<file path="src/design/ust_pkg.sv">
`timescale 1ns / 1ps
`default_nettype none

package ust_pkg;

    localparam int CP_W    = 21;
    localparam int COUNT_W = 3;
    localparam int STATE_W = 4;
    localparam int CLASS_W = 4;

    localparam logic [STATE_W-1:0] ST_ACCEPT = 4'd0;
    localparam logic [STATE_W-1:0] ST_REJECT = 4'd1;
    localparam logic [STATE_W-1:0] ST_COUNT  = 4'd9;

    localparam logic [CP_W-1:0] CP_RESET = 21'h00FFFD;
    localparam logic [CP_W-1:0] CP_MAX   = 21'h10FFFF;

    localparam logic [7:0] LEAD_MASK = 8'hFF;
    localparam logic [5:0] CONT_MASK = 6'h3F;

    typedef logic [CLASS_W-1:0] t_cls;
    typedef logic [STATE_W-1:0] t_state;

    typedef struct packed {
        logic [7:0] data_byte;
        t_cls       cls;
        logic       slice_end;
    } t_item;

    typedef struct packed {
        logic [CP_W-1:0]    code_point;
        logic [COUNT_W-1:0] bytes_used;
        logic               is_invalid;
    } t_res;

    localparam t_state NEXT_TBL [0:8][0:15] = '{
        '{4'd0, 4'd1, 4'd2, 4'd3, 4'd5, 4'd8, 4'd7, 4'd1,
          4'd1, 4'd1, 4'd4, 4'd6, 4'd1, 4'd1, 4'd1, 4'd1},
        '{4'd1, 4'd1, 4'd1, 4'd1, 4'd1, 4'd1, 4'd1, 4'd1,
          4'd1, 4'd1, 4'd1, 4'd1, 4'd1, 4'd1, 4'd1, 4'd1},
        '{4'd1, 4'd0, 4'd1, 4'd1, 4'd1, 4'd1, 4'd1, 4'd0,
          4'd1, 4'd0, 4'd1, 4'd1, 4'd1, 4'd1, 4'd1, 4'd1},
        '{4'd1, 4'd2, 4'd1, 4'd1, 4'd1, 4'd1, 4'd1, 4'd2,
          4'd1, 4'd2, 4'd1, 4'd1, 4'd1, 4'd1, 4'd1, 4'd1},
        '{4'd1, 4'd1, 4'd1, 4'd1, 4'd1, 4'd1, 4'd1, 4'd2,
          4'd1, 4'd1, 4'd1, 4'd1, 4'd1, 4'd1, 4'd1, 4'd1},
        '{4'd1, 4'd2, 4'd1, 4'd1, 4'd1, 4'd1, 4'd1, 4'd1,
          4'd1, 4'd2, 4'd1, 4'd1, 4'd1, 4'd1, 4'd1, 4'd1},
        '{4'd1, 4'd1, 4'd1, 4'd1, 4'd1, 4'd1, 4'd1, 4'd3,
          4'd1, 4'd3, 4'd1, 4'd1, 4'd1, 4'd1, 4'd1, 4'd1},
        '{4'd1, 4'd3, 4'd1, 4'd1, 4'd1, 4'd1, 4'd1, 4'd3,
          4'd1, 4'd3, 4'd1, 4'd1, 4'd1, 4'd1, 4'd1, 4'd1},
        '{4'd1, 4'd3, 4'd1, 4'd1, 4'd1, 4'd1, 4'd1, 4'd1,
          4'd1, 4'd1, 4'd1, 4'd1, 4'd1, 4'd1, 4'd1, 4'd1}
    };

    function automatic t_cls byte_class(input logic [7:0] b);
        t_cls c;
        case (b) inside
            [8'h00:8'h7F]: c = 4'd0;
            [8'h80:8'h8F]: c = 4'd1;
            [8'h90:8'h9F]: c = 4'd9;
            [8'hA0:8'hBF]: c = 4'd7;
            [8'hC0:8'hC1]: c = 4'd8;
            [8'hC2:8'hDF]: c = 4'd2;
            8'hE0:         c = 4'd10;
            [8'hE1:8'hEC]: c = 4'd3;
            8'hED:         c = 4'd4;
            [8'hEE:8'hEF]: c = 4'd3;
            8'hF0:         c = 4'd11;
            [8'hF1:8'hF3]: c = 4'd6;
            8'hF4:         c = 4'd5;
            default:       c = 4'd8;
        endcase
        return c;
    endfunction

endpackage

`default_nettype wire

</file>
<file path="src/design/ust_fifo.sv">
`timescale 1ns / 1ps
`default_nettype none

module ust_fifo #(
    parameter int WIDTH = 8,
    parameter int DEPTH = 2
) (
    input  wire logic             i_clk,
    input  wire logic             i_rst_n,
    input  wire logic             i_push,
    input  wire logic [WIDTH-1:0] i_data,
    output logic                  o_full,
    input  wire logic             i_pop,
    output logic                  o_empty,
    output logic [WIDTH-1:0]      o_data
);

    localparam int AW = (DEPTH > 1) ? $clog2(DEPTH) : 1;
    localparam int CW = $clog2(DEPTH + 1);
    localparam logic [AW-1:0] LAST_PTR  = AW'(DEPTH - 1);
    localparam logic [CW-1:0] DEPTH_CNT = CW'(DEPTH);

    logic [WIDTH-1:0] r_mem [0:DEPTH-1];
    logic [AW-1:0]    r_wr_ptr, n_wr_ptr;
    logic [AW-1:0]    r_rd_ptr, n_rd_ptr;
    logic [CW-1:0]    r_count, n_count;
    logic             do_push, do_pop;

    assign o_full  = (r_count == DEPTH_CNT);
    assign o_empty = (r_count == '0);
    assign o_data  = r_mem[r_rd_ptr];
    assign do_push = i_push && !o_full;
    assign do_pop  = i_pop && !o_empty;

    always_comb begin
        n_wr_ptr = r_wr_ptr;
        n_rd_ptr = r_rd_ptr;
        n_count  = r_count;
        if (do_push) begin
            n_wr_ptr = (r_wr_ptr == LAST_PTR) ? '0 : r_wr_ptr + 1'b1;
        end
        if (do_pop) begin
            n_rd_ptr = (r_rd_ptr == LAST_PTR) ? '0 : r_rd_ptr + 1'b1;
        end
        if (do_push && !do_pop) begin
            n_count = r_count + 1'b1;
        end else if (do_pop && !do_push) begin
            n_count = r_count - 1'b1;
        end
    end

    always_ff @(posedge i_clk) begin
        if (!i_rst_n) begin
            r_wr_ptr <= '0;
            r_rd_ptr <= '0;
            r_count  <= '0;
        end else begin
            r_wr_ptr <= n_wr_ptr;
            r_rd_ptr <= n_rd_ptr;
            r_count  <= n_count;
        end
    end

    always_ff @(posedge i_clk) begin
        if (do_push) begin
            r_mem[r_wr_ptr] <= i_data;
        end
    end

endmodule

`default_nettype wire

</file>
<file path="src/design/ust_front.sv">
`timescale 1ns / 1ps
`default_nettype none

module ust_front (
    input  wire logic        i_clk,
    input  wire logic        i_rst_n,
    input  wire logic        i_push,
    input  wire logic [7:0]  i_data_byte,
    input  wire logic        i_slice_end,
    output logic             o_full,
    output logic             o_q_push,
    output ust_pkg::t_item   o_item,
    input  wire logic        i_q_full
);

    import ust_pkg::*;

    logic  r_valid, n_valid;
    t_item r_item;
    logic  take, drain;

    assign o_full   = r_valid && i_q_full;
    assign take     = i_push && !o_full;
    assign drain    = r_valid && !i_q_full;
    assign o_q_push = r_valid;
    assign o_item   = r_item;

    always_comb begin
        n_valid = r_valid;
        if (take) begin
            n_valid = 1'b1;
        end else if (drain) begin
            n_valid = 1'b0;
        end
    end

    always_ff @(posedge i_clk) begin
        if (!i_rst_n) begin
            r_valid <= 1'b0;
        end else begin
            r_valid <= n_valid;
        end
    end

    always_ff @(posedge i_clk) begin
        if (take) begin
            r_item.data_byte <= i_data_byte;
            r_item.cls       <= byte_class(i_data_byte);
            r_item.slice_end <= i_slice_end;
        end
    end

endmodule

`default_nettype wire

</file>
<file path="src/design/ust_back.sv">
`timescale 1ns / 1ps
`default_nettype none

module ust_back (
    input  wire logic                     i_clk,
    input  wire logic                     i_rst_n,
    input  wire logic                     i_q_empty,
    input  wire ust_pkg::t_item           i_item,
    output logic                          o_q_pop,
    input  wire logic                     i_out_full,
    output logic                          o_out_push,
    output ust_pkg::t_res                 o_res,
    input  wire logic [ust_pkg::CP_W-1:0] i_invalid_cp
);

    import ust_pkg::*;

    t_state             r_state, n_state;
    logic [CP_W-1:0]    r_partial, n_partial;
    logic [COUNT_W-1:0] r_count, n_count;
    logic               step;
    t_state             ns;
    logic [CP_W-1:0]    pv;
    logic [COUNT_W-1:0] cnt;
    logic [7:0]         lead;

    assign step    = !i_q_empty && !i_out_full;
    assign o_q_pop = step;

    always_comb begin
        lead = (LEAD_MASK >> i_item.cls) & i_item.data_byte;
        if (r_state != ST_ACCEPT) begin
            pv = {r_partial[CP_W-7:0], i_item.data_byte[5:0] & CONT_MASK};
        end else begin
            pv = {{(CP_W-8){1'b0}}, lead};
        end
        ns  = (r_state < ST_COUNT) ? NEXT_TBL[r_state][i_item.cls] : ST_REJECT;
        cnt = r_count + 1'b1;

        o_res.code_point = pv;
        o_res.bytes_used = cnt;
        o_res.is_invalid = 1'b0;
        o_out_push       = 1'b0;
        n_state          = r_state;
        n_partial        = r_partial;
        n_count          = r_count;

        if (step) begin
            if (ns == ST_ACCEPT) begin
                o_out_push = 1'b1;
            end else if (ns == ST_REJECT || i_item.slice_end) begin
                o_out_push       = 1'b1;
                o_res.code_point = i_invalid_cp;
                o_res.is_invalid = 1'b1;
            end
            if (o_out_push) begin
                n_state   = ST_ACCEPT;
                n_partial = '0;
                n_count   = '0;
            end else begin
                n_state   = ns;
                n_partial = pv;
                n_count   = cnt;
            end
        end
    end

    always_ff @(posedge i_clk) begin
        if (!i_rst_n) begin
            r_state   <= ST_ACCEPT;
            r_partial <= '0;
            r_count   <= '0;
        end else begin
            r_state   <= n_state;
            r_partial <= n_partial;
            r_count   <= n_count;
        end
    end

endmodule

`default_nettype wire

</file>
<file path="src/design/utf8_stream_decoder.sv">
// utf8_stream_decoder: validating utf-8 decoder, one byte per item
// input queue side: i_data_byte and i_slice_end are taken when push is high
// and full is low; i_slice_end marks the last byte of a slice
// result queue side: while empty is low the oldest result is on o_code_point,
// o_bytes_used and o_is_invalid; pop takes it
// a result enters the result queue once its final byte has passed the classify
// register and the byte queue; bytes inside a sequence give no result, malformed
// or cut-short sequences give the invalid code point with o_is_invalid set
// throughput is one byte per cycle while the result queue has room, set by the
// state update in the back end; a classify register and a small queue sit in
// front of it and a small result queue behind it
// when pop stays low the result queue fills, then the byte queue, then full
// rises; no item is lost
// register 0 (address 0) holds the invalid code point, 21 bits, reset 0xfffd;
// write it only while the decoder is idle
// synchronous reset empties all queues and returns the decoder to the accept
// state
`timescale 1ns / 1ps
`default_nettype none

module utf8_stream_decoder #(
    parameter int MID_DEPTH = 2,
    parameter int OUT_DEPTH = 2
) (
    input  wire logic        i_clk,
    input  wire logic        i_rst_n,
    input  wire logic        push,
    output logic             full,
    input  wire logic [7:0]  i_data_byte,
    input  wire logic        i_slice_end,
    output logic             empty,
    input  wire logic        pop,
    output logic [20:0]      o_code_point,
    output logic [2:0]       o_bytes_used,
    output logic             o_is_invalid,
    input  wire logic        psel,
    input  wire logic        penable,
    input  wire logic        pwrite,
    input  wire logic [2:0]  paddr,
    input  wire logic [31:0] pwdata,
    output logic [31:0]      prdata,
    output logic             pready
);

    import ust_pkg::*;

    localparam int ITEM_W = $bits(t_item);
    localparam int RES_W  = $bits(t_res);

    logic [CP_W-1:0] r_icp;
    logic            cfg_sel;

    logic              mid_push, mid_full, mid_empty, mid_pop;
    t_item             front_item, mid_item;
    logic [ITEM_W-1:0] mid_data;
    logic              out_push, out_full;
    t_res              back_res, out_res;
    logic [RES_W-1:0]  out_data;

    assign pready  = 1'b1;
    assign cfg_sel = (paddr[2] == 1'b0);
    assign prdata  = cfg_sel ? {{(32-CP_W){1'b0}}, r_icp} : 32'd0;

    always_ff @(posedge i_clk) begin
        if (!i_rst_n) begin
            r_icp <= CP_RESET;
        end else if (psel && penable && pwrite && pready && cfg_sel) begin
            r_icp <= pwdata[CP_W-1:0];
        end
    end

    ust_front u_front (
        .i_clk       (i_clk),
        .i_rst_n     (i_rst_n),
        .i_push      (push),
        .i_data_byte (i_data_byte),
        .i_slice_end (i_slice_end),
        .o_full      (full),
        .o_q_push    (mid_push),
        .o_item      (front_item),
        .i_q_full    (mid_full)
    );

    ust_fifo #(
        .WIDTH (ITEM_W),
        .DEPTH (MID_DEPTH)
    ) u_mid_q (
        .i_clk   (i_clk),
        .i_rst_n (i_rst_n),
        .i_push  (mid_push),
        .i_data  (front_item),
        .o_full  (mid_full),
        .i_pop   (mid_pop),
        .o_empty (mid_empty),
        .o_data  (mid_data)
    );

    assign mid_item = t_item'(mid_data);

    ust_back u_back (
        .i_clk        (i_clk),
        .i_rst_n      (i_rst_n),
        .i_q_empty    (mid_empty),
        .i_item       (mid_item),
        .o_q_pop      (mid_pop),
        .i_out_full   (out_full),
        .o_out_push   (out_push),
        .o_res        (back_res),
        .i_invalid_cp (r_icp)
    );

    ust_fifo #(
        .WIDTH (RES_W),
        .DEPTH (OUT_DEPTH)
    ) u_out_q (
        .i_clk   (i_clk),
        .i_rst_n (i_rst_n),
        .i_push  (out_push),
        .i_data  (back_res),
        .o_full  (out_full),
        .i_pop   (pop),
        .o_empty (empty),
        .o_data  (out_data)
    );

    assign out_res      = t_res'(out_data);
    assign o_code_point = out_res.code_point;
    assign o_bytes_used = out_res.bytes_used;
    assign o_is_invalid = out_res.is_invalid;

    a_count_range: assert property (@(posedge i_clk) disable iff (!i_rst_n)
        !empty |-> (o_bytes_used != 3'd0 && o_bytes_used <= 3'd4))
        else $error("result byte count out of range");

    a_valid_scalar: assert property (@(posedge i_clk) disable iff (!i_rst_n)
        (!empty && !o_is_invalid) |-> (o_code_point <= CP_MAX))
        else $error("accepted code point above the unicode range");

    a_single_valid: assert property (@(posedge i_clk) disable iff (!i_rst_n)
        (!empty && !o_is_invalid && o_bytes_used == 3'd1) |-> (o_code_point <= 21'h7F))
        else $error("single byte result outside ascii");

    a_reset_idle: assert property (@(posedge i_clk)
        !i_rst_n |=> (!full && empty))
        else $error("queues not empty after reset");

endmodule

`default_nettype wire
</file>
<file path="config.mk">
export PLATFORM = sky130hd
export DESIGN_NAME = utf8_stream_decoder
export DESIGN_NICKNAME = d
export VERILOG_FILES = /design/src/design/ust_pkg.sv /design/src/design/ust_fifo.sv /design/src/design/ust_front.sv /design/src/design/ust_back.sv /design/src/design/utf8_stream_decoder.sv
export SDC_FILE = /design/constraint.sdc
export NUM_CORES = 1
export LEC_CHECK = 0
export ABC_AREA = 0
export ABC_CLOCK_PERIOD_IN_PS = 4150
export BUFFER_PORTS_ARGS = -buffer_cell sky130_fd_sc_hd__buf_2
export CORE_MARGIN = 4
export CORE_UTILIZATION = 56
export DETAILED_ROUTE_END_ITERATION = 6
export PLACE_DENSITY = 0.8
export SLEW_MARGIN = 5
export SYNTH_ARGS = -nofsm -noshare
export SYNTH_HDL_FRONTEND = slang
export SYNTH_SLANG_ARGS = --single-unit
</file>
<file path="constraint.sdc">
create_clock -name i_clk -period 4.15 [get_ports i_clk]
set_clock_uncertainty 0.05 [all_clocks]
set_input_delay 0.83 -clock i_clk [delete_from_list [all_inputs] [get_ports i_clk]]
set_output_delay 0.83 -clock i_clk [all_outputs]
set_load 0.02 [all_outputs]
</file>
==> impl_metrics.toml <==
[global_route]
overflow = 0
grt_pass1_vias = 4239
antenna_found_initial = 0
grt_usage_pct = 20.31
grt_pass1_wl_um = 20680
grt_start_max_net_pins = 40

[pwr]
pwr-share-clk_pct = 27.4
power.total_uw = 5163
ir_drop_v = 0.0003044
p_leak_uw = 0.002865
swShare_pct = 32.07
powerDensity_nw_per_um2 = 699.0
p_seq_share_pct = 38.6
combPwrFrac_pct = 34.0
internal_power_uw = 3507
p_sw_uw = 1656

[sta]
rsz0062_at_grt = "no"
maxSlewHeadroom_pct = 26.56
setup_viol = 0
worst_slew_pin_slew_ns = 1.099
period_share_pct = 80.54
fin_tns_setup_ns = 0
slew_violations = 0
period_minus_slack_ns = 3.342
fmax_mhz = 299.2
finalHoldViolCount = 0

[synth]
yosysWarnings = 0
synth_area_per_cell_um2 = 12.19
synthTopCellsByArea = "edfxtp_1, dfxtp_1, mux2_2"
synth_edf_count = 89
synth_top_cell_by_area = "edfxtp_1"
synth_seq_area_share_pct = 58.97
async_reset_ff_share_pct = 0
synth_cell_types = 57
synth_area_um2 = 6365
ys.flop_type = "edfxtp_1"
syn_inst = 522
synth_top_cell_area_share_pct = 41.99
ys_ff_latch = 143

[detailed_routing]
drc_errors = 0
wl_per_cell_um = 17.30
ant_nets = 0
wl_um = 13080
drt_first_pass_iters = 5
vias = 4314
vias_per_cell = 5.706
drtIter0Drc = 422

[min_path]
hold_path.class = "flip-flop to flip-flop"

[finish]
nets = 657
fillers = 795
drive_above_1_share_pct = 27.60
insertedDiodeCount = 0
area_growth_pct = 16.04
final_cell_mix = "edfxtp_1, buf_2, nand2_1, dfxtp_1, nor2b_1"
final_common_cell = "edfxtp_1"

[critical_path]
worstPathMaxFanout = 23
max_stage_delay_ns = 0.76
path_cells = "mux2_4 > o21ai_0 > a32oi_2 > o32ai_4 > mux2i_4 > buf_4 > mux2_1"
crit_type = "flip-flop to flip-flop"
worstPathArrival_ns = 3.44
end_kind = "flip-flop"
cp-start-kind = "flip-flop"
critical_path_required_ns = 4.25
crit_slowest_cell = "dfxtp_1"

[cts]
cts_tree = "built"
clkLatencyLatePin_ns = 0.41
clockBufferDepth = 2
cts_root_buf = "clkbuf_16"
cts.sink_count = 143
post-cts-setup-buffers = 0
holdBufCountCts = 0
clk_pin_slew_worst_paths_ns = 0.06
cts_resized = 0
h-tree-depth = 4
numCtsBuffers = 17

[die]
coreArea_um2 = 10980
io_pins = 111
initial_core_util_pct = 57.95
dieHeight_um = 114.6
die_area_um2 = 13140
row_count = 38
die_x_um = 114.6

[status]
status = "completed"

[placement]
place_hpwl_um = 8677
port_buffers = 85
place_congestion = 0.8118

[flow_run]
max_cap_violations = 0
==> worst max-delay path, delay by kind of cell (launching register included) <==
kind,cells,cell delay [ns]
muxes,3,1.08
AOI/OAI and AO/OA,3,0.79
DFF,1,0.76
buffers and inverters,1,0.40
==> stage by stage <==
stage | worst slack (ns) | instance area, um2 | std cells | hold WS (ns) | util (%)
finish | 0.8075 | 7386 | 756 | 0.3913 | 67.25
global route | 0.6470 | 7386 | 756 | 0.4069 | 67.25
CTS | 0.8227 | 7386 | 756 | 0.3945 | 67.25
detailed placement | 0.8581 | 6839 | 724 | 0.3806 | 62.27
global placement | 0.9177 | 6839 | 724 | 0.3752 | 62.27
floorplan | 0.9210 | 6402 | 532 | 0.3715 | -
==> cells by family (layout without fill, tap and decap cells) <==
| group | after synthesis | count (layout) | synth area share, % |
|---|---|---|---|
| compound gates | 72 | 72 | 8.728 |
| xor+xnor | 7 | 7 | 0.9633 |
| fa+ha+maj | 3 | 3 | 0.5898 |
| buf+inv | 53 | 137 | 4.285 |
| flops | 143 | 143 | 58.97 |
| mux | 69 | 69 | 12.88 |
| other cells | 2 | 12 | 0.1180 |
| simple gates | 173 | 173 | 13.47 |
==> power groups by stage <==
| stage | Clock [uW] | Combinational, uW | Sequential, uW |
|---|---|---|---|
| after floorplan | 0 | 1370 | 1970 |
| after global routing | 1500 | 1880 | 2020 |
| after detailed placement | 0 | 1740 | 2020 |
| after CTS | 1440 | 1760 | 1990 |
| after global placement | 0 | 1680 | 2000 |
| final | 1410 | 1750 | 1990 |
==> area by class of cell <==
cell class                 instances  area (um2)  share of cell area (%)
inverter                          14       52.55                  0.7115
clock buffer                      24       451.7                   6.116
multi-input combinational        336        2387                   32.32
tap                              140       175.2                   2.372
sequential                       143        3754                   50.82
clock inverter                     8       95.09                   1.287
timing repair buffer              91       470.5                   6.370
==> layer usage <==
layer  vias up  routed length [um]  GRT usage (%)
met5         -                   0              0
met4         0                 229          7.522
met3        27                 829          5.233
met2       160                6762          35.58
met1      2109                5258          23.96
li1       2018                   -              -
==> worst paths after layout <==
| kind | depth (start not counted) | end | slack [ns] | start |
|---|---|---|---|---|
| worst min-delay path | 0 | u_mid_q.r_mem[0][8] | 0.39 | u_front.o_item[8] |
| worst max register to register | 7 | u_out_q.r_mem[0][5] | 0.81 | flip-flop |
| worst min register to register | 0 | u_mid_q.r_mem[0][8] | 0.39 | u_front.o_item[8] |
| worst max-delay path | 7 | u_out_q.r_mem[0][5] | 0.81 | flip-flop |
==> Yosys cell counts, drive strengths merged, types with 2 or more instances <==
| cell type | n |
|---|---|
| a21boi | 9 |
| a21o | 2 |
| a21oi | 10 |
| a22o | 17 |
| a31oi | 2 |
| a32oi | 2 |
| and2 | 13 |
| and3 | 3 |
| buf | 21 |
| clkbuf | 18 |
| conb | 2 |
| dfxtp | 54 |
| edfxtp | 89 |
| ha | 3 |
| inv | 14 |
| mux2 | 46 |
| mux2i | 23 |
| nand2 | 67 |
| nand2b | 5 |
| nand3 | 17 |
| nand4 | 2 |
| nand4b | 2 |
| nor2 | 20 |
| nor2b | 31 |
| nor3 | 4 |
| nor3b | 2 |
| nor4 | 3 |
| o21a | 2 |
| o21ai | 13 |
| o22ai | 2 |
| o311ai | 2 |
| o32ai | 2 |
| or3 | 2 |
| xnor2 | 4 |
| xor2 | 3 |
==> state kept, by name (all words and copies together), names as in the netlist, 3 cells and up, named ones only <==
| signal | cells |
|---|---|
| u_out_q.r_mem | 50 |
| u_mid_q.r_mem | 26 |
| u_back.r_state | 4 |
| u_front.o_item | 13 |
| u_back.r_count | 3 |
| u_back.r_partial | 15 |
| r_icp | 21 |
Note: power is estimated with default switching activity, not from simulation.
